$ cat src/sv/mfu_pkg.sv
// shared constants for the mfu page replacement block
// no dependencies; used by the channel interfaces, the core and the checker
`timescale 1ns / 1ps

package mfu_pkg;

    localparam int CFG_BITS      = 4;   // frames_in_use write word width
    localparam int PAGE_IO_BITS  = 16;  // page and evicted_page word width
    localparam int IDX_IO_BITS   = 3;   // frame_index word width
    localparam int TOTAL_BITS    = 32;  // hit and fault totals
    localparam int TIME_BITS     = 32;  // access time and load time

endpackage

$ cat src/sv/mfu_if.sv
// valid/ready channel interfaces: page requests, results, configuration
// depends on mfu_pkg
`timescale 1ns / 1ps

interface mfu_req_if
    import mfu_pkg::*;
();
    logic                    valid;
    logic                    ready;
    logic [PAGE_IO_BITS-1:0] page;

    modport source (output valid, output page, input ready);
    modport sink   (input valid, input page, output ready);
endinterface

interface mfu_rsp_if
    import mfu_pkg::*;
();
    logic                    valid;
    logic                    ready;
    logic                    hit;
    logic [IDX_IO_BITS-1:0]  frame_index;
    logic                    evicted_valid;
    logic [PAGE_IO_BITS-1:0] evicted_page;
    logic [TOTAL_BITS-1:0]   hit_total;
    logic [TOTAL_BITS-1:0]   fault_total;

    modport source (output valid, output hit, output frame_index, output evicted_valid,
                    output evicted_page, output hit_total, output fault_total,
                    input ready);
    modport sink   (input valid, input hit, input frame_index, input evicted_valid,
                    input evicted_page, input hit_total, input fault_total,
                    output ready);
endinterface

interface mfu_cfg_if
    import mfu_pkg::*;
();
    logic                valid;
    logic                ready;
    logic [CFG_BITS-1:0] data;

    modport source (output valid, output data, input ready);
    modport sink   (input valid, input data, output ready);
endinterface

$ cat src/sv/mfu_frame_ram.sv
// frame table ram: one write port, one read port, registered read data
// no package dependencies
`timescale 1ns / 1ps

module mfu_frame_ram #(
    parameter int DEPTH     = 8,
    parameter int ADDR_BITS = 3,
    parameter int WIDTH     = 64
) (
    input  logic                 clk,
    input  logic                 rd_en,
    input  logic [ADDR_BITS-1:0] rd_addr,
    output logic [WIDTH-1:0]     rd_data,
    input  logic                 wr_en,
    input  logic [ADDR_BITS-1:0] wr_addr,
    input  logic [WIDTH-1:0]     wr_data
);

    logic [WIDTH-1:0] mem [DEPTH];
    logic [WIDTH-1:0] rd_data_reg;

    always_ff @(posedge clk)
    begin
        if (wr_en)
        begin
            mem[wr_addr] <= wr_data;
        end
    end

    always_ff @(posedge clk)
    begin
        if (rd_en)
        begin
            rd_data_reg <= mem[rd_addr];
        end
    end

    assign rd_data = rd_data_reg;

endmodule

$ cat src/sv/mfu_page_replacement_core.sv
// most-frequently-used page replacement core, top level
// depends on mfu_pkg, mfu_if (channel interfaces) and mfu_frame_ram
`timescale 1ns / 1ps

// usage
//   req: one page reference per word (valid/ready), low PAGE_BITS bits used
//   rsp: one result word per reference: hit, frame_index, evicted_valid,
//        evicted_page, hit_total, fault_total
//   cfg: frames_in_use write channel, always ready; 0 acts as 1 and values
//        above FRAMES act as FRAMES; write only while no reference is in flight
// timing
//   the frame table sits in a single-port-read ram; every reference scans the
//   n frames in use, one ram read per cycle, then writes back one entry
//   the result is registered at write-back, and a new reference is taken
//   only after the previous one has written back and the core is idle again
// reset
//   all frames empty, totals and access time zero, frames_in_use = FRAMES
// stall
//   the result waits in an output register; the next reference is accepted
//   and scanned meanwhile, and its write-back holds until the register frees

module mfu_page_replacement_core
    import mfu_pkg::*;
#(
    parameter int FRAMES     = 8,
    parameter int PAGE_BITS  = 16,
    parameter int COUNT_BITS = 16
) (
    input  logic      clk,
    input  logic      rst_n,
    mfu_req_if.sink   req,
    mfu_rsp_if.source rsp,
    mfu_cfg_if.sink   cfg
);

    localparam int FI = (FRAMES > 1) ? $clog2(FRAMES) : 1;   // frame index bits
    localparam int CW = $clog2(FRAMES + 1);                  // frame count bits
    localparam int WW = PAGE_BITS + COUNT_BITS + TIME_BITS;  // ram word bits

    localparam logic [1:0] ST_IDLE  = 2'd0;
    localparam logic [1:0] ST_SCAN  = 2'd1;
    localparam logic [1:0] ST_WRITE = 2'd2;

    // control state
    logic [1:0]            state_reg, state_next;
    logic [CW-1:0]         frames_cfg_reg;
    logic [FRAMES-1:0]     valid_reg;
    logic [TIME_BITS-1:0]  access_time_reg;
    logic [TOTAL_BITS-1:0] hits_reg, faults_reg;
    logic                  out_valid_reg;

    // per-reference scan state
    logic [CW-1:0]         n_reg;
    logic [CW-1:0]         rd_cnt_reg;
    logic                  proc_valid_reg;
    logic [FI-1:0]         proc_idx_reg;
    logic [PAGE_BITS-1:0]  pg_reg;
    logic                  found_reg, empty_reg;
    logic [FI-1:0]         hit_idx_reg, empty_idx_reg, best_idx_reg;
    logic [COUNT_BITS-1:0] hit_cnt_reg, best_cnt_reg;
    logic [TIME_BITS-1:0]  hit_load_reg, best_age_reg;
    logic [PAGE_BITS-1:0]  best_page_reg;

    // result payload
    logic                    o_hit_reg;
    logic [IDX_IO_BITS-1:0]  o_idx_reg;
    logic                    o_evv_reg;
    logic [PAGE_IO_BITS-1:0] o_evp_reg;
    logic [TOTAL_BITS-1:0]   o_hits_reg, o_faults_reg;

    logic                  req_fire, rsp_fire, wr_fire;
    logic                  rd_en;
    logic [WW-1:0]         rd_data, wr_data;
    logic [PAGE_BITS-1:0]  rd_page;
    logic [COUNT_BITS-1:0] rd_cnt_val;
    logic [TIME_BITS-1:0]  rd_load, rd_age;
    logic                  rd_valid, better;
    logic [FI-1:0]         wr_slot;
    logic [COUNT_BITS-1:0] hit_cnt_inc;
    logic [CW-1:0]         cfg_eff;

    assign req.ready = (state_reg == ST_IDLE);
    assign cfg.ready = 1'b1;
    assign req_fire  = req.valid && req.ready;
    assign rsp_fire  = rsp.valid && rsp.ready;
    assign wr_fire   = (state_reg == ST_WRITE) && (!out_valid_reg || rsp.ready);
    assign rd_en     = (state_reg == ST_SCAN) && (rd_cnt_reg < n_reg);

    // clamp of the register write into 1..FRAMES
    always_comb
    begin
        if (cfg.data == '0)
        begin
            cfg_eff = CW'(1);
        end
        else if (32'(cfg.data) > 32'(FRAMES))
        begin
            cfg_eff = CW'(FRAMES);
        end
        else
        begin
            cfg_eff = CW'(cfg.data);
        end
    end

    // ram word: page, use count, load time
    assign rd_page    = rd_data[WW-1 -: PAGE_BITS];
    assign rd_cnt_val = rd_data[TIME_BITS +: COUNT_BITS];
    assign rd_load    = rd_data[TIME_BITS-1:0];
    assign rd_age     = access_time_reg - rd_load;
    assign rd_valid   = valid_reg[proc_idx_reg];
    assign better     = (rd_cnt_val > best_cnt_reg) ||
                        ((rd_cnt_val == best_cnt_reg) && (rd_age > best_age_reg));

    // saturating use count on a hit
    assign hit_cnt_inc = (&hit_cnt_reg) ? hit_cnt_reg : hit_cnt_reg + COUNT_BITS'(1);

    // write-back entry
    always_comb
    begin
        if (found_reg)
        begin
            wr_slot = hit_idx_reg;
            wr_data = {pg_reg, hit_cnt_inc, hit_load_reg};
        end
        else if (empty_reg)
        begin
            wr_slot = empty_idx_reg;
            wr_data = {pg_reg, COUNT_BITS'(1), access_time_reg};
        end
        else
        begin
            wr_slot = best_idx_reg;
            wr_data = {pg_reg, COUNT_BITS'(1), access_time_reg};
        end
    end

    mfu_frame_ram #(
        .DEPTH     (FRAMES),
        .ADDR_BITS (FI),
        .WIDTH     (WW)
    ) u_frame_ram (
        .clk     (clk),
        .rd_en   (rd_en),
        .rd_addr (rd_cnt_reg[FI-1:0]),
        .rd_data (rd_data),
        .wr_en   (wr_fire),
        .wr_addr (wr_slot),
        .wr_data (wr_data)
    );

    // sequencer: idle, scan the frames in use, write back
    always_comb
    begin
        state_next = state_reg;
        case (state_reg)
            ST_IDLE:
            begin
                if (req_fire)
                begin
                    state_next = ST_SCAN;
                end
            end
            ST_SCAN:
            begin
                if (!rd_en && !proc_valid_reg)
                begin
                    state_next = ST_WRITE;
                end
            end
            ST_WRITE:
            begin
                if (wr_fire)
                begin
                    state_next = ST_IDLE;
                end
            end
            default:
            begin
                state_next = ST_IDLE;
            end
        endcase
    end

    always_ff @(posedge clk or negedge rst_n)
    begin
        if (!rst_n)
        begin
            state_reg       <= ST_IDLE;
            frames_cfg_reg  <= CW'(FRAMES);
            valid_reg       <= '0;
            access_time_reg <= '0;
            hits_reg        <= '0;
            faults_reg      <= '0;
            out_valid_reg   <= 1'b0;
            proc_valid_reg  <= 1'b0;
        end
        else
        begin
            state_reg      <= state_next;
            proc_valid_reg <= rd_en;
            if (cfg.valid && cfg.ready)
            begin
                frames_cfg_reg <= cfg_eff;
            end
            if (wr_fire)
            begin
                access_time_reg <= access_time_reg + TIME_BITS'(1);
                out_valid_reg   <= 1'b1;
                if (found_reg)
                begin
                    hits_reg <= hits_reg + TOTAL_BITS'(1);
                end
                else
                begin
                    faults_reg         <= faults_reg + TOTAL_BITS'(1);
                    valid_reg[wr_slot] <= 1'b1;
                end
            end
            else if (rsp_fire)
            begin
                out_valid_reg <= 1'b0;
            end
        end
    end

    // scan datapath: first match, first empty frame, eviction candidate
    always_ff @(posedge clk)
    begin
        if (req_fire)
        begin
            pg_reg     <= PAGE_BITS'(req.page);
            n_reg      <= frames_cfg_reg;
            rd_cnt_reg <= '0;
            found_reg  <= 1'b0;
            empty_reg  <= 1'b0;
        end
        else
        begin
            if (rd_en)
            begin
                rd_cnt_reg <= rd_cnt_reg + CW'(1);
            end
            proc_idx_reg <= rd_cnt_reg[FI-1:0];
            if (proc_valid_reg)
            begin
                if (rd_valid && (rd_page == pg_reg) && !found_reg)
                begin
                    found_reg    <= 1'b1;
                    hit_idx_reg  <= proc_idx_reg;
                    hit_cnt_reg  <= rd_cnt_val;
                    hit_load_reg <= rd_load;
                end
                if (!rd_valid && !empty_reg)
                begin
                    empty_reg     <= 1'b1;
                    empty_idx_reg <= proc_idx_reg;
                end
                // frame zero seeds the candidate, later frames must beat it
                if ((proc_idx_reg == '0) || better)
                begin
                    best_idx_reg  <= proc_idx_reg;
                    best_cnt_reg  <= rd_cnt_val;
                    best_age_reg  <= rd_age;
                    best_page_reg <= rd_page;
                end
            end
        end
    end

    // result register
    always_ff @(posedge clk)
    begin
        if (wr_fire)
        begin
            o_hit_reg    <= found_reg;
            o_idx_reg    <= IDX_IO_BITS'(wr_slot);
            o_evv_reg    <= !found_reg && !empty_reg;
            o_evp_reg    <= (!found_reg && !empty_reg) ? PAGE_IO_BITS'(best_page_reg) : '0;
            o_hits_reg   <= found_reg ? hits_reg + TOTAL_BITS'(1) : hits_reg;
            o_faults_reg <= found_reg ? faults_reg : faults_reg + TOTAL_BITS'(1);
        end
    end

    assign rsp.valid         = out_valid_reg;
    assign rsp.hit           = o_hit_reg;
    assign rsp.frame_index   = o_idx_reg;
    assign rsp.evicted_valid = o_evv_reg;
    assign rsp.evicted_page  = o_evp_reg;
    assign rsp.hit_total     = o_hits_reg;
    assign rsp.fault_total   = o_faults_reg;

endmodule

$ cat src/flat_wrapper.sv
// flat-port wrapper written by rule: the top's interface ports become plain ports
module mfu_page_replacement_core_flat import mfu_pkg::*;
#(
    parameter int FRAMES     = 8,
    parameter int PAGE_BITS  = 16,
    parameter int COUNT_BITS = 16
)
  (clk, rst_n, req_valid, req_page, req_ready, rsp_valid, rsp_hit, rsp_frame_index, rsp_evicted_valid, rsp_evicted_page, rsp_hit_total, rsp_fault_total, rsp_ready, cfg_valid, cfg_data, cfg_ready);
  mfu_req_if req_i ();
  mfu_rsp_if rsp_i ();
  mfu_cfg_if cfg_i ();
  input  logic clk;
  input  logic rst_n;
  input wire logic [$bits(req_i.valid)-1:0] req_valid;
  input wire logic [$bits(req_i.page)-1:0] req_page;
  output wire logic [$bits(req_i.ready)-1:0] req_ready;
  output wire logic [$bits(rsp_i.valid)-1:0] rsp_valid;
  output wire logic [$bits(rsp_i.hit)-1:0] rsp_hit;
  output wire logic [$bits(rsp_i.frame_index)-1:0] rsp_frame_index;
  output wire logic [$bits(rsp_i.evicted_valid)-1:0] rsp_evicted_valid;
  output wire logic [$bits(rsp_i.evicted_page)-1:0] rsp_evicted_page;
  output wire logic [$bits(rsp_i.hit_total)-1:0] rsp_hit_total;
  output wire logic [$bits(rsp_i.fault_total)-1:0] rsp_fault_total;
  input wire logic [$bits(rsp_i.ready)-1:0] rsp_ready;
  input wire logic [$bits(cfg_i.valid)-1:0] cfg_valid;
  input wire logic [$bits(cfg_i.data)-1:0] cfg_data;
  output wire logic [$bits(cfg_i.ready)-1:0] cfg_ready;
  assign req_i.valid = req_valid;
  assign req_i.page = req_page;
  assign req_ready = req_i.ready;
  assign rsp_valid = rsp_i.valid;
  assign rsp_hit = rsp_i.hit;
  assign rsp_frame_index = rsp_i.frame_index;
  assign rsp_evicted_valid = rsp_i.evicted_valid;
  assign rsp_evicted_page = rsp_i.evicted_page;
  assign rsp_hit_total = rsp_i.hit_total;
  assign rsp_fault_total = rsp_i.fault_total;
  assign rsp_i.ready = rsp_ready;
  assign cfg_i.valid = cfg_valid;
  assign cfg_i.data = cfg_data;
  assign cfg_ready = cfg_i.ready;
  mfu_page_replacement_core #(.FRAMES(FRAMES), .PAGE_BITS(PAGE_BITS), .COUNT_BITS(COUNT_BITS)) u_core (.clk(clk), .rst_n(rst_n), .req(req_i), .rsp(rsp_i), .cfg(cfg_i));
endmodule
$ cat config.mk
export PLATFORM = sky130hd
export DESIGN_NAME = mfu_page_replacement_core_flat
export DESIGN_NICKNAME = d
export VERILOG_FILES = /design/src/sv/mfu_pkg.sv /design/src/sv/mfu_if.sv /design/src/sv/mfu_frame_ram.sv /design/src/sv/mfu_page_replacement_core.sv /design/src/flat_wrapper.sv
export SDC_FILE = /design/constraint.sdc
export NUM_CORES = 1
export LEC_CHECK = 0
export BUFFER_PORTS_ARGS = -buffer_cell sky130_fd_sc_hd__buf_2
export CELL_PAD_IN_SITES_DETAIL_PLACEMENT = 1
export CELL_PAD_IN_SITES_GLOBAL_PLACEMENT = 2
export CORE_ASPECT_RATIO = 0.8
export CORE_MARGIN = 3
export CORE_UTILIZATION = 42
export CTS_CLUSTER_SIZE = 8
export DETAILED_ROUTE_END_ITERATION = 8
export PLACE_DENSITY_LB_ADDON = 0.1
export SKIP_LAST_GASP = 1
export SLEW_MARGIN = 20
export SYNTH_ARGS = -nofsm -noshare
export SYNTH_HDL_FRONTEND = slang
export SYNTH_SLANG_ARGS = --single-unit
export TNS_END_PERCENT = 10
$ cat constraint.sdc
create_clock -name clk -period 10.4 [get_ports clk]
set_input_delay 0.52 -clock clk [delete_from_list [all_inputs] [get_ports clk]]
set_output_delay 0.52 -clock clk [all_outputs]
set_load 0.005 [all_outputs]
==> impl.org, run 1 <==
** Outcome
- Result of the run :: complete, no violations

** Floorplanning
- Measured along the y axis, the die boundary spans between 200 and 300 µm.
- The die covers 0.0946 mm².
- between 100 and 150 I/O pins were placed.
- The core region is approximately 0.09 mm².
- Once the floorplan was initialized, standard cells occupied 42.5% of the core.
- The floorplan has 98 rows.
- The floorplan step set the die width to 343 µm.

** Logic synthesis
- During synthesis, Yosys emitted a total of 0 warnings.
- The number of nets handed over by synthesis was 2352.
- Share of synthesized registers carrying an async set or reset :: 12.1%
- Summing the sequential cell areas from Yosys gives 71.0% of the chip area.
- After synthesis, the netlist uses slightly above 70 different library cells.
- Portion of synthesized cell area occupied by the leading cell type :: 63.3%
- A synthesized cell averages 17.1 µm².
- Number of flops mapped to enable cells by yosys :: 805
- The mapped netlist covers ~0.038 mm².
- The synthesized design contains 923 register bits.
- The most common cell in the synthesized netlist is sky130_fd_sc_hd__edfxtp_1.
- Counting instances in the post-synthesis netlist gives the leading cell types as sky130_fd_sc_hd__edfxtp_1, sky130_fd_sc_hd__mux4_2, sky130_fd_sc_hd__xnor2_1, sky130_fd_sc_hd__dfrtp_1, sky130_fd_sc_hd__nand2_1.
- Number of standard cells after synthesis :: 2239
- The synthesized design spends more area on one cell type than any other, namely sky130_fd_sc_hd__edfxtp_1.
- In the post-synthesis netlist, the biggest area contributors are sky130_fd_sc_hd__edfxtp_1, sky130_fd_sc_hd__mux4_2, sky130_fd_sc_hd__dfrtp_1, sky130_fd_sc_hd__mux2_2, sky130_fd_sc_hd__ha_1.
- The most used flip-flop cell after synthesis is sky130_fd_sc_hd__edfxtp_1.

** GRT
- Entering global routing, the biggest net connects between 60 and 70 pins.
- First-pass GRT wire length :: between 100000 and 150000 µm
- Global routing finished with a remaining overflow of 0.
- Vias in the first global route :: 21600
- The number of antenna violations at the first check in global routing was 1.
- GRT Overall Usage :: 18.7%

** Detailed routing
- Final antenna-violating net count :: 0
- Number of optimization iterations in the first detailed-route pass :: 4
- Using the TritonRoute via totals, the vias-per-cell ratio works out to 5.30.
- Vias :: around 20000
- Violation count after the first detailed-route iteration :: between 1000 and 1500
- Routed length per instance :: 22.9 µm
- Remaining routing DRC violations :: 0
- Total wirelength of the detailed-routed design :: 86000 µm

** Flow run
- Max-cap violations in this run came to 0.

** STA
- Unrepaired setup endpoints after global routing :: no
- Hold Fails Final Rpt :: 0
- For the final database, setup skew stands at 0.0175 ns.
- Number of max-slew violations in the final report :: 0
- Worst Max-Slew Pin Slew :: 1.08 ns
- Sum Neg Setup Slack :: 0 ns
- Setup violations remaining at the end of the flow were counted as 0.
- Relative max-transition margin :: approximately 28%
- Of the available clock period, the critical path in the final layout requires 56.5%.
- Max frequency :: 0.170 GHz
- Final critical delay including setup and external delays :: a little under 6 ns

** Clock network
- CTS H-tree lvls :: 4
- Skew-Pair Late Insertion Delay :: about 0.70 ns
- Cell at the root of the clock tree :: sky130_fd_sc_hd__clkbuf_16
- TritonCTS built the clock tree.
- The longest clock path from root to sink contains 3 buffers.
- Clock-pin slew was measured on the worst setup and hold paths at approximately 0.05 ns.
- Counting the buffers created by CTS gives 133.
- Number of sinks handled by clock tree synthesis :: approximately 900

** Power
- Relative contribution of the clock network to total power :: ~34%
- For this design the total switching power over the nets is 3.49 mW.
- Net Sw Frac :: 29.3%
- Combinational logic is responsible for 22.9% of the overall power.
- The internal portion of the total power is 8.43 mW.
- Total power of the final layout :: approximately 12 mW
- Per report_power, the sequential group accounts for 43.3% of the total.
- Reported leakage power :: 15.7 nW
- Across the VDD grid, the largest voltage drop is 0.000186 V.
- For this design the ratio of total power to cell area is 269 mW/mm².

** Finish
- Total inserted antenna cells :: 0
- Area Overhead vs Synth :: 16.1%
- Of the cells placed in the final design, the portion with a size suffix greater than 1 is 21.8%.
- Once layout is complete, the utilization of the core stands at 49.4%.
- Summing all multi-input logic gate instances after layout gives 0.0105 mm².
- Max reg flops :: 512
- Across the whole layout, storage elements account for 0.0271 mm².
- NumNets Final :: 2572
- The filler cells instantiated in the layout total around 8500.

** Critical path
- Data arrival time of the critical path :: 6.21 ns
- Launching element type of the critical path :: flop
- The critical path is of the reg -> reg type.
- Critical R2R Capture :: u_core.best_cnt_reg[6]$_DFFE_PP_
- Critical Path Sink Type :: flop
- The worst register-to-register path has a setup slack of ~4.5 ns.
- Req. time, crit path :: ~11 ns
- The worst register-to-register path has a depth of 17.
- The startpoint identified for the worst register-to-register timing path is u_core.access_time_reg[4]$_DFFE_PN0P_.
- Along the worst path, the maximum fanout reaches 42.

** Worst hold path
- The path with the worst hold slack has its endpoint at u_core.frames_cfg_reg[2]$_DFFE_PN0P_.
- Hold path startpoint :: cfg_data[2]
- Cell count of the worst hold path :: 3
- Hold Path Class :: in -> reg

** Placed design
- In this run the tool buffered the top-level ports with 111 buffer cells.
- Final GP Congestion :: 0.765
- The wire-length estimate of the detail-placed layout is just over 50000 µm.
==> how the worst max path moves through the flow <==
stage	startpoint	endpoint	slack [ns]	cells past startpoint
global route	u_core.access_time_reg[4]$_DFFE_PN0P_	u_core.best_idx_reg[1]$_DFFE_PP_	4.05	17
floorplan	rsp_ready	u_core.u_frame_ram.mem[5][0]$_DFFE_PP_	3.17	6
finish	u_core.access_time_reg[4]$_DFFE_PN0P_	u_core.best_cnt_reg[6]$_DFFE_PP_	4.52	17
global placement	u_core.access_time_reg[0]$_DFFE_PN0P_	u_core.best_cnt_reg[11]$_DFFE_PP_	4.53	20
detailed placement	u_core.access_time_reg[0]$_DFFE_PN0P_	u_core.best_page_reg[6]$_DFFE_PP_	4.46	20
CTS	u_core.access_time_reg[0]$_DFFE_PN0P_	u_core.best_cnt_reg[13]$_DFFE_PP_	4.45	20
==> stage by stage <==
stage	cell area (µm²)	cells	hold slack (ns)	worst slack, ns
CTS	44300	3747	0.0162	4.45
finish	44300	3748	0.0834	4.52
global route	44300	3748	0.0587	4.05
global placement	40300	3506	0.433	4.53
detailed placement	40300	3506	0.437	4.46
floorplan	38200	2239	0.224	3.17
==> layer usage <==
metal  vias up  wire length, µm  GRT usage (%)
met1     10400            41700           27.3
li1       8980                -              -
met3       138             3350           3.14
met5         -                0              0
met4         0             2120           6.28
met2       385            38800           28.6
==> worst max-delay path, stage by stage, from the launching register on <==
cell,delay (ns)
sky130_fd_sc_hd__dfrtp_1,0.43
sky130_fd_sc_hd__ha_1,0.37
sky130_fd_sc_hd__a21o_1,0.24
sky130_fd_sc_hd__or3_1,0.38
sky130_fd_sc_hd__o211ai_1,0.37
sky130_fd_sc_hd__a21oi_1,0.25
sky130_fd_sc_hd__o31ai_1,0.43
sky130_fd_sc_hd__mux2i_1,0.24
sky130_fd_sc_hd__o211ai_1,0.13
sky130_fd_sc_hd__ha_1,0.32
sky130_fd_sc_hd__and4_1,0.20
sky130_fd_sc_hd__and3_1,0.21
sky130_fd_sc_hd__o21ai_0,0.10
sky130_fd_sc_hd__a21oi_1,0.13
sky130_fd_sc_hd__or4_1,0.13
sky130_fd_sc_hd__a31oi_1,0.06
sky130_fd_sc_hd__o22ai_4,0.75
sky130_fd_sc_hd__buf_4,0.70
==> what timing repair did <==
| action | in CTS | in global routing |
|---|---|---|
| endpoints found under the hold margin | 71 | 0 |
| setup buffers | 0 | 0 |
| resized for setup | 0 | 0 |
| hold buffers | 17 | 0 |
==> placed cells by master, fill, tap and decap left out, types with 17 or more instances in the layout <==
master | synthesis | layout
sky130_fd_sc_hd__nor3_1 | 19 | 19
sky130_fd_sc_hd__dlygate4sd3_1 | 0 | 17
sky130_fd_sc_hd__nand4_1 | 35 | 35
sky130_fd_sc_hd__clkbuf_1 | 44 | 75
sky130_fd_sc_hd__clkbuf_16 | 0 | 135
sky130_fd_sc_hd__and3_1 | 20 | 20
sky130_fd_sc_hd__inv_1 | 110 | 110
sky130_fd_sc_hd__nand3_1 | 45 | 45
sky130_fd_sc_hd__buf_2 | 9 | 110
sky130_fd_sc_hd__nor2_1 | 107 | 98
sky130_fd_sc_hd__xnor2_1 | 116 | 116
sky130_fd_sc_hd__o21ai_0 | 31 | 31
sky130_fd_sc_hd__mux2_2 | 100 | 100
sky130_fd_sc_hd__mux4_2 | 130 | 130
sky130_fd_sc_hd__buf_4 | 1 | 27
sky130_fd_sc_hd__dfrtp_1 | 111 | 111
sky130_fd_sc_hd__a21oi_1 | 50 | 50
sky130_fd_sc_hd__ha_1 | 87 | 87
sky130_fd_sc_hd__xor2_1 | 95 | 95
sky130_fd_sc_hd__edfxtp_1 | 805 | 805
sky130_fd_sc_hd__and2_1 | 23 | 23
sky130_fd_sc_hd__a21o_1 | 28 | 28
sky130_fd_sc_hd__nand2_1 | 111 | 111
==> logic make-up after synthesis <==
| group | synth area share, % |
|---|---|
| other | 0.00982 |
| multiplexers | 10.9 |
| AO/OA/AOI/OAI | 2.77 |
| XOR/XNOR | 4.88 |
| buffers and inverters | 1.86 |
| flip-flops | 71.0 |
| AND/OR/NAND/NOR | 5.74 |
| adder cells (fa/ha/maj) | 2.90 |
==> power by group through the flow <==
| stage | combinational [mW] | clock (mW) | sequential [mW] |
|---|---|---|---|
| floorplan | 2.00 | 0 | 5.07 |
| global placement | 2.73 | 0 | 5.21 |
| detailed placement | 2.76 | 0 | 5.23 |
| CTS | 2.79 | 4.15 | 5.17 |
| global route | 3.06 | 4.33 | 5.23 |
| finish | 2.73 | 4.03 | 5.16 |
==> final cells by class <==
cell class	count	share of cell area, %
clock buffers	210	8.25
multi-input cells	1135	23.6
clock inverters	14	0.556
well taps	1200	3.39
repair buffers	155	2.11
inverters	111	0.945
flip-flops and latches	923	61.1
(Power assumes the default switching activity.)
==> run 2, diff against run 1 <==
- clock period: 10.4 -> 4.8 ns (I/O delays scaled with it)
==> run 2 against run 1 <==
Die area unchanged. First-iteration DRC count fell by 7.9%. Utilization is 0.99 points higher. Worst hold slack worse by 0.0028 ns. Largest cell class unchanged.
==> impl.org, run 2 (same netlist as run 1, synthesis figures left out) <==
** Floorplanning
- Placeable core region :: 0.0898 mm² (unchanged)
- Die Ht :: 276 µm (unchanged)
- Area of the die :: 0.0946 mm² (unchanged)
- The die width was 343 µm (unchanged).
- The effective utilization at floorplan is 42.5% (unchanged).
- Number of top-level pins :: 113 (unchanged)
- Std-Cell Rows :: 98 (unchanged)

** Detailed routing
- Total wirelength of the detailed-routed design :: 88100 µm (+2.4%)
- Remaining routing DRC violations :: 0 (unchanged)
- Final antenna-violating net count :: 0 (unchanged)
- Vias :: 20200 (+1.9%)
- The number of iterations in the first detailed-routing pass came to 5 (+1).
- The vias per cell came to 5.31 (+0.16%).
- Violation count after the first detailed-route iteration :: 1311 (-7.9%)
- The detail-routed net length per standard cell is 23.1 µm (+0.68%).

** Critical path
- Launching element type of the critical path :: flop
- The worst setup path is captured at a flop.
- Largest stage delay, worst path :: 0.56 ns (-0.19 ns)
- Crit path buf inv count :: 5 (+4)
- The maximum fanout count along the critical path came to 8 (-81%).
- The critical path required time is 5.25 ns (-5.48 ns).
- Slowest library cell on the worst path :: sky130_fd_sc_hd__or4_4
- The critical path is of the reg -> reg type.
- Worst path cell trace :: inv_2, ha_4, a21o_1, or3_4, o211ai_1, buf_4, a21oi_4, buf_4, nor3_1, o21bai_1, mux2i_1, ha_1, and4_1, and3_4, o21ai_2, a21oi_2, or4_4, a31oi_4, o22ai_4, buf_12, clkbuf_16
- The data arrival time of the worst path is 5.12 ns (-1.09 ns).
- Grouping stages by cell kind, the critical path spends the most delay in simple AND/OR/NAND/NOR gates.
- By instance count, the cell type seen most on the critical path is sky130_fd_sc_hd__buf_4.

** GRT
- The total congestion overflow was 0 (unchanged).
- The via count of the first global-routing pass is 21900 (+1.2%).
- The overall fraction of global-route tracks in use came to 19.0% (+0.30 points).
- Largest net degree at the start of global routing :: 133 (+110%)
- The number of antenna violations at the first check in global routing was 0 (-1).
- The global-route wire length before repair is 135000 µm (+1.7%).

** Finish
- Final Non-Filler Cells :: 3813 (+1.7%)
- Leaving out fill and tap cells, the most frequent cell in the layout is sky130_fd_sc_hd__edfxtp_1.
- Max reg flops :: 512 (unchanged)
- The fraction of layout instances using a drive strength above 1 came to 24.6% (+2.7 points).
- In the layout the commonest cells are sky130_fd_sc_hd__edfxtp_1, sky130_fd_sc_hd__clkbuf_16, sky130_fd_sc_hd__mux4_2.
- Area Overhead vs Synth :: 18.5%
- The number of antenna diodes came to 0 (unchanged).
- The final-stage net count came to 2645 (+2.8%).

** STA
- Hold Fails Final Rpt :: 0 (unchanged)
- The setup TNS was 0 ns (unchanged).
- Number of max-slew violations in the final report :: 0 (unchanged)
- The top achievable clock speed was 0.214 GHz (+26%).
- The measured slew at the worst slew-check pin is 1.05 ns (-0.0334 ns).
- Final critical delay including setup and external delays :: 4.67 ns (-1.21 ns)
- Relative max-transition margin :: 29.5% (+1.7 points)
- Post-Route Hold Slack :: 0.0806 ns (-0.00280 ns)
- Share of the cycle needed by the critical path after routing :: 97.4% (+41 points)
- The number of endpoints failing setup at the final stage came to 0 (unchanged).
- Final setup skew :: 0.0223 ns (+0.00478 ns)

** Clock network
- The clock-pin slew on the worst setup and hold paths was 0.05 ns (about the same).
- Number of sinks handled by clock tree synthesis :: 923 (unchanged)
- TritonCTS clock tree :: done
- Skew-Pair Late Insertion Delay :: 0.70 ns (about the same)
- The maximum level of the CTS H-tree is 4 (unchanged).
- Clock buffer count from CTS :: 133 (unchanged)
- Cell at the root of the clock tree :: sky130_fd_sc_hd__clkbuf_16
- Maximum clock path buffer count :: 3 (unchanged)

** Outcome
- The flow ran to the end, and the final reports show no timing, DRC or antenna violations.

** Power
- Worst-case vdd ir drop :: 0.000488 V (+160%)
- Reported leakage power :: 16.1 nW (+2.6%)
- Power per cell area :: 584 mW/mm² (+120%)

** Worst hold path
- Hold Path Class :: in -> reg

** Placed design
- Final GP Congestion :: 0.777 (+1.5%)
- The detailed placement HPWL was 53800 µm (+6.0%).
- Number of buffers added on ports :: 111 (unchanged)
- DP Cell Count :: 3563 (+1.6%)

** Flow run
- The number of maximum-capacitance violations is 0 (unchanged).
[run 2: changes by cell type in the layout (fill, tap and decap cells not counted), moves of 3 or more]
cell	delta
sky130_fd_sc_hd__clkinv_8	+4
sky130_fd_sc_hd__o21ai_0	-4
sky130_fd_sc_hd__clkbuf_1	-7
sky130_fd_sc_hd__a31oi_1	-3
sky130_fd_sc_hd__buf_4	+46
sky130_fd_sc_hd__a21oi_1	-3
sky130_fd_sc_hd__dlygate4sd3_1	+9
sky130_fd_sc_hd__inv_6	-3
sky130_fd_sc_hd__buf_12	+15
[run 2: stage by stage]
stage / power, mW / utilization (%) / setup WS, ns / area (µm²)
finish: 26.4 / 50.4 / 0.125 / 45200
CTS: 26.6 / 50.1 / 0.0147 / 45000
global route: 27.9 / 50.4 / -0.0314 / 45200
floorplan: 15.3 / - / -0.0839 / 38200
global placement: 17.5 / 45.5 / 0.0540 / 40900
detailed placement: 17.7 / 45.5 / 0.0392 / 40900
[run 2: worst register-to-register path, stage by stage (launching register included)]
cell and delay, ns:
sky130_fd_sc_hd__edfxtp_1 0.41, sky130_fd_sc_hd__inv_2 0.09, sky130_fd_sc_hd__ha_4 0.20, sky130_fd_sc_hd__a21o_1 0.17, sky130_fd_sc_hd__or3_4 0.38, sky130_fd_sc_hd__o211ai_1 0.18
sky130_fd_sc_hd__buf_4 0.16, sky130_fd_sc_hd__a21oi_4 0.07, sky130_fd_sc_hd__buf_4 0.15, sky130_fd_sc_hd__nor3_1 0.22, sky130_fd_sc_hd__o21bai_1 0.18, sky130_fd_sc_hd__mux2i_1 0.25
sky130_fd_sc_hd__ha_1 0.29, sky130_fd_sc_hd__and4_1 0.19, sky130_fd_sc_hd__and3_4 0.18, sky130_fd_sc_hd__o21ai_2 0.06, sky130_fd_sc_hd__a21oi_2 0.05, sky130_fd_sc_hd__or4_4 0.56
sky130_fd_sc_hd__a31oi_4 0.18, sky130_fd_sc_hd__o22ai_4 0.10, sky130_fd_sc_hd__buf_12 0.17, sky130_fd_sc_hd__clkbuf_16 0.19
[run 2: area by class of cell]
cell class,instances,area (µm²)
multi-input combinational,1135,10600
fill,8406,44500
clock inverter,14,255
inverter,111,419
sequential,923,27100
timing repair buffer,228,1730
clock buffer,202,3610
tap,1200,1500
[run 2: per-layer routing]
metal	vias to the layer above	wire (µm)	share of wire (%)	track usage [%]
met5	-	0	0	0
met4	0	1670	1.9	5.56
met3	134	4100	4.6	3.74
met2	411	39700	45	28.9
met1	10600	42600	48	27.8
li1	9123	-	-	-
[run 2: worst paths after layout]
kind | cells past startpoint | to | startpoint | slack (ns)
max | 21 | u_core.best_cnt_reg[5]$_DFFE_PP_ | u_core.u_frame_ram.rd_data[4]$_DFFE_PP_ | 0.13
min | 5 | u_core.frames_cfg_reg[0]$_DFFE_PN0P_ | cfg_data[2] | 0.08
max reg2reg | 21 | u_core.best_cnt_reg[5]$_DFFE_PP_ | u_core.u_frame_ram.rd_data[4]$_DFFE_PP_ | 0.13
min reg2reg | 0 | u_core.n_reg[2]$_DFFE_PP_ | u_core.frames_cfg_reg[2]$_DFFE_PN0P_ | 0.44
max in group asynchronous | 3 | u_core.frames_cfg_reg[2]$_DFFE_PN0P_ | rst_n | 3.75
min in group asynchronous | 3 | u_core.faults_reg[1]$_DFFE_PN0P_ | rst_n | 0.24
[run 2: timing repair]
item	CTS	global route
setup endpoints to repair	0	67
buffers inserted	0	5
hold endpoints to repair	136	0
gates resized for setup	0	26
hold buffers	26	0
[run 2: power breakdown]
group	internal, mW	total, mW	switching [mW]
registers	10.4	11.1	0.721
logic	3.00	6.64	3.64
clock network	5.23	8.66	3.43
==> run 3, diff against run 2 <==
- CELL_PAD_IN_SITES_DETAIL_PLACEMENT: 1 -> not set
- CELL_PAD_IN_SITES_GLOBAL_PLACEMENT: 2 -> not set
- CORE_UTILIZATION: 42 -> 40
- PLACE_DENSITY_LB_ADDON: 0.1 -> not set
==> run 3 against run 2 <==
Final area fell by 0.51%. Sequential cell count unchanged. Worst hold slack gained 0.084 ns. Via count down 1.7%. Non-clock buffer count is 29 lower. Critical path type unchanged. Critical endpoint is now u_core.best_cnt_reg[8]$_DFFE_PP_.
==> impl.org, run 3 (same netlist as run 1, synthesis figures left out) <==
** Detailed routing
- The residual DRC count is 0 (unchanged).
- Violation count after the first detailed-route iteration :: 1294 (-1.3%)
- Number of optimization iterations in the first detailed-route pass :: 5 (unchanged)
- The detail-routed net length per standard cell was 20.9 µm (-9.5%).
- The count of antenna-violating nets left after detailed routing came to 0 (unchanged).
- The vias per cell came to 5.22 (-1.7%).
- Vias :: 19900 (-1.7%)
- Total wirelength of the detailed-routed design :: 79700 µm (-9.5%)

** Power
- The power share of the clock group is 33.3% (+0.5 points).
- Power per cell area :: 576 mW/mm² (-1.4%)
- The worst ir drop on vdd was 0.000522 V (+7.1%).
- Sw power :: 7.45 mW (-4.3%)
- The switching portion of total power came to 28.8% (-0.72 points).
- The sequential share of power came to 42.7% (+0.6 points).
- Internal Pwr Total :: 18.5 mW (-0.91%)
- The combinational fraction of design power was 24.0% (-1.1 points).
- Reported leakage power :: 16.0 nW (-0.96%)
- Total power of the final layout :: 25.9 mW (-1.9%)

** Floorplanning
- The die footprint is 0.0992 mm² (+4.9%).
- The row count came to 100 (+2.0%).
- Number of top-level pins :: 113 (unchanged)
- The vertical die dimension is 282 µm (+2.4%).
- The die width came to 351 µm (+2.4%).
- The placeable core area came to 0.0938 mm² (+4.5%).
- The effective utilization at floorplan is 40.7% (-1.9 points).

** Critical path
- The critical path required time is 5.24 ns (about the same).
- The worst setup path is launched from a flop.
- The maximum fanout count along the critical path was 29 (+21).
- The critical path in this run is classified as reg -> reg.
- Number of cells on the worst reg-to-reg path :: 20 (-4.8%)
- The data arrival time of the worst path was 5.12 ns (about the same).
- The worst setup path is captured at a flop.

** Finish
- In the layout the commonest cells are sky130_fd_sc_hd__edfxtp_1, sky130_fd_sc_hd__clkbuf_16, sky130_fd_sc_hd__mux4_2.
- Finished Core Util :: 47.9% (-2.4 points)
- Relative to the synthesized area, the layout overhead comes to 17.9%.
- The final-stage net count came to 2616 (-1.1%).
- Most common cell after layout, fill and taps aside :: sky130_fd_sc_hd__edfxtp_1
- Number of fillers in the final layout :: 7837 (-6.8%)
- Max reg flops :: 512 (unchanged)
- Share of final-layout standard cells stronger than drive strength 1 :: 23.2% (-1.4 points)
- The number of antenna diodes came to 0 (unchanged).

** GRT
- After global routing, the most crowded layer is met2.
- Met1 track demand over resource in global routing :: 23.5% (-4.2 points)
- The via count of the first global-routing pass came to 20900 (-4.4%).
- First-pass GRT wire length :: 124000 µm (-8.5%)
- The largest net degree at the start of global routing was 133 (unchanged).
- The fraction of met3 tracks used by global routing was 3.44% (-0.30 points).
- The routing usage on met2 was 25.1% (-3.8 points).
- The number of antenna violations at the first check in global routing was 1 (+1).
- The total congestion overflow is 0 (unchanged).
- The overall fraction of global-route tracks in use came to 16.3% (-2.6 points).

** Clock network
- The maximum level of the CTS H-tree was 4 (unchanged).
- Maximum clock path buffer count :: 3 (unchanged)
- TritonCTS built the clock tree.
- The number of buffers added by the clock tree synthesis step came to 133 (unchanged).
- The worst-skew pair later-pin latency came to 0.71 ns (about the same).
- Clock transition time at the flip-flop clock pins of the worst setup and hold paths :: 0.05 ns (about the same)
- The root buffer cell chosen for the clock tree is sky130_fd_sc_hd__clkbuf_16.
- Number of sinks handled by clock tree synthesis :: 923 (unchanged)

** STA
- The top achievable clock speed came to 0.214 GHz (about the same).
- Unrepaired setup endpoints after global routing :: yes
- Relative max-transition margin :: 27.3% (-2.1 points)
- The final clock period utilization by the worst path is 97.4% (about the same).
- The post-route worst setup slack came to 0.124 ns (-0.000796 ns).
- The shortest period the worst path allows was 4.68 ns (+0.000796 ns).
- The max-slew violation count was 0 (unchanged).
- The number of endpoints failing setup at the final stage was 0 (unchanged).
- The measured slew at the worst slew-check pin came to 1.09 ns (+0.0375 ns).
- Hold Fails Final Rpt :: 0 (unchanged)
- The clock tree skew after final layout was 0.0225 ns (+0.000293 ns).

** Worst hold path
- Hold Path Class :: in -> async

** Flow run
- Number of max-capacitance violations reported :: 0 (unchanged)

** Placed design
- Final GP Congestion :: 0.797 (+2.6%)
- The pre-CTS setup slack is 0.0178 ns (-0.0214 ns).
- The count of buffers inserted at the top-level ports came to 111 (unchanged).
- HPWL reported at the end of detailed placement :: 46200 µm (-14%)

** Outcome
- The flow ran to the end, and the final reports show no timing, DRC or antenna violations.
[run 3: path summary, 6_finish.rpt]
path | start | endpoint | slack (ns)
worst max-delay path | u_core.access_time_reg[0]$_DFFE_PN0P_ | u_core.best_cnt_reg[8]$_DFFE_PP_ | 0.12
min in group clk | req_page[15] | u_core.pg_reg[15]$_DFFE_PP_ | 0.25
worst min register to register | u_core.u_frame_ram.rd_data[21]$_DFFE_PP_ | u_core.hit_load_reg[21]$_DFFE_PP_ | 0.45
worst max register to register | u_core.access_time_reg[0]$_DFFE_PN0P_ | u_core.best_cnt_reg[8]$_DFFE_PP_ | 0.12
worst min-delay path | rst_n | u_core.faults_reg[16]$_DFFE_PN0P_ | 0.16
max in group asynchronous | rst_n | u_core.frames_cfg_reg[0]$_DFFE_PN0P_ | 3.29
[run 3: area by class of cell]
class                      instances  area, µm²  share of cell area, %
sequential                       923      27100                   60.2
clock buffer                     208       3650                   8.12
inverter                         111        419                  0.932
tap                             1224       1530                   3.40
multi-input combinational       1135      10500                   23.4
clock inverter                    14        231                  0.514
timing repair buffer             199       1510                   3.36
[run 3: power groups by stage]
stage | clock network [mW] | logic, mW | registers, mW
final | 8.62 | 6.22 | 11.1
after global routing | 9.21 | 6.89 | 11.2
after CTS | 8.84 | 6.17 | 11.1
after detailed placement | 0 | 6.10 | 11.2
after global placement | 0 | 6.02 | 11.2
after floorplan | 0 | 4.37 | 10.9
[run 3: worst max-delay path: stages, from the launching register on]
cell and delay (ns):
sky130_fd_sc_hd__dfrtp_1 0.39, sky130_fd_sc_hd__inv_2 0.08, sky130_fd_sc_hd__ha_1 0.15, sky130_fd_sc_hd__inv_1 0.06, sky130_fd_sc_hd__fa_2 0.34, sky130_fd_sc_hd__a21o_1 0.19
sky130_fd_sc_hd__a311o_1 0.34, sky130_fd_sc_hd__nand2_2 0.13, sky130_fd_sc_hd__o21ba_4 0.17, sky130_fd_sc_hd__o21ai_2 0.08, sky130_fd_sc_hd__a221oi_2 0.29, sky130_fd_sc_hd__xnor2_1 0.20
sky130_fd_sc_hd__ha_1 0.28, sky130_fd_sc_hd__and4_1 0.21, sky130_fd_sc_hd__and3_4 0.19, sky130_fd_sc_hd__o21ai_2 0.05, sky130_fd_sc_hd__a21oi_1 0.06, sky130_fd_sc_hd__or4_1 0.52
sky130_fd_sc_hd__a31oi_2 0.21, sky130_fd_sc_hd__o22ai_4 0.19, sky130_fd_sc_hd__buf_12 0.25
[run 3: per-layer routing]
layer	wire, µm	vias to the layer above
met2	36300	481
met5	0	-
met4	1490	0
li1	-	9070
met3	4120	113
met1	37800	10200
[run 3: what timing repair did]
item,CTS,global route
endpoints found under the setup margin,37,67
setup buffers,0,4
hold endpoints to repair,85,0
resized for setup,1,12
pin swaps,0,3
hold buffers,29,0
cloned,0,3
[run 3: through the flow]
step                cells  hold slack, ns  instance area, µm²  TNS, ns
floorplan            2239         -0.0556               38200   -46.31
global placement     3555           0.366               40600        0
detailed placement   3556           0.375               40700        0
CTS                  3807           0.162               44800        0
global route         3814           0.200               45000    -3.30
finish               3814           0.164               45000        0
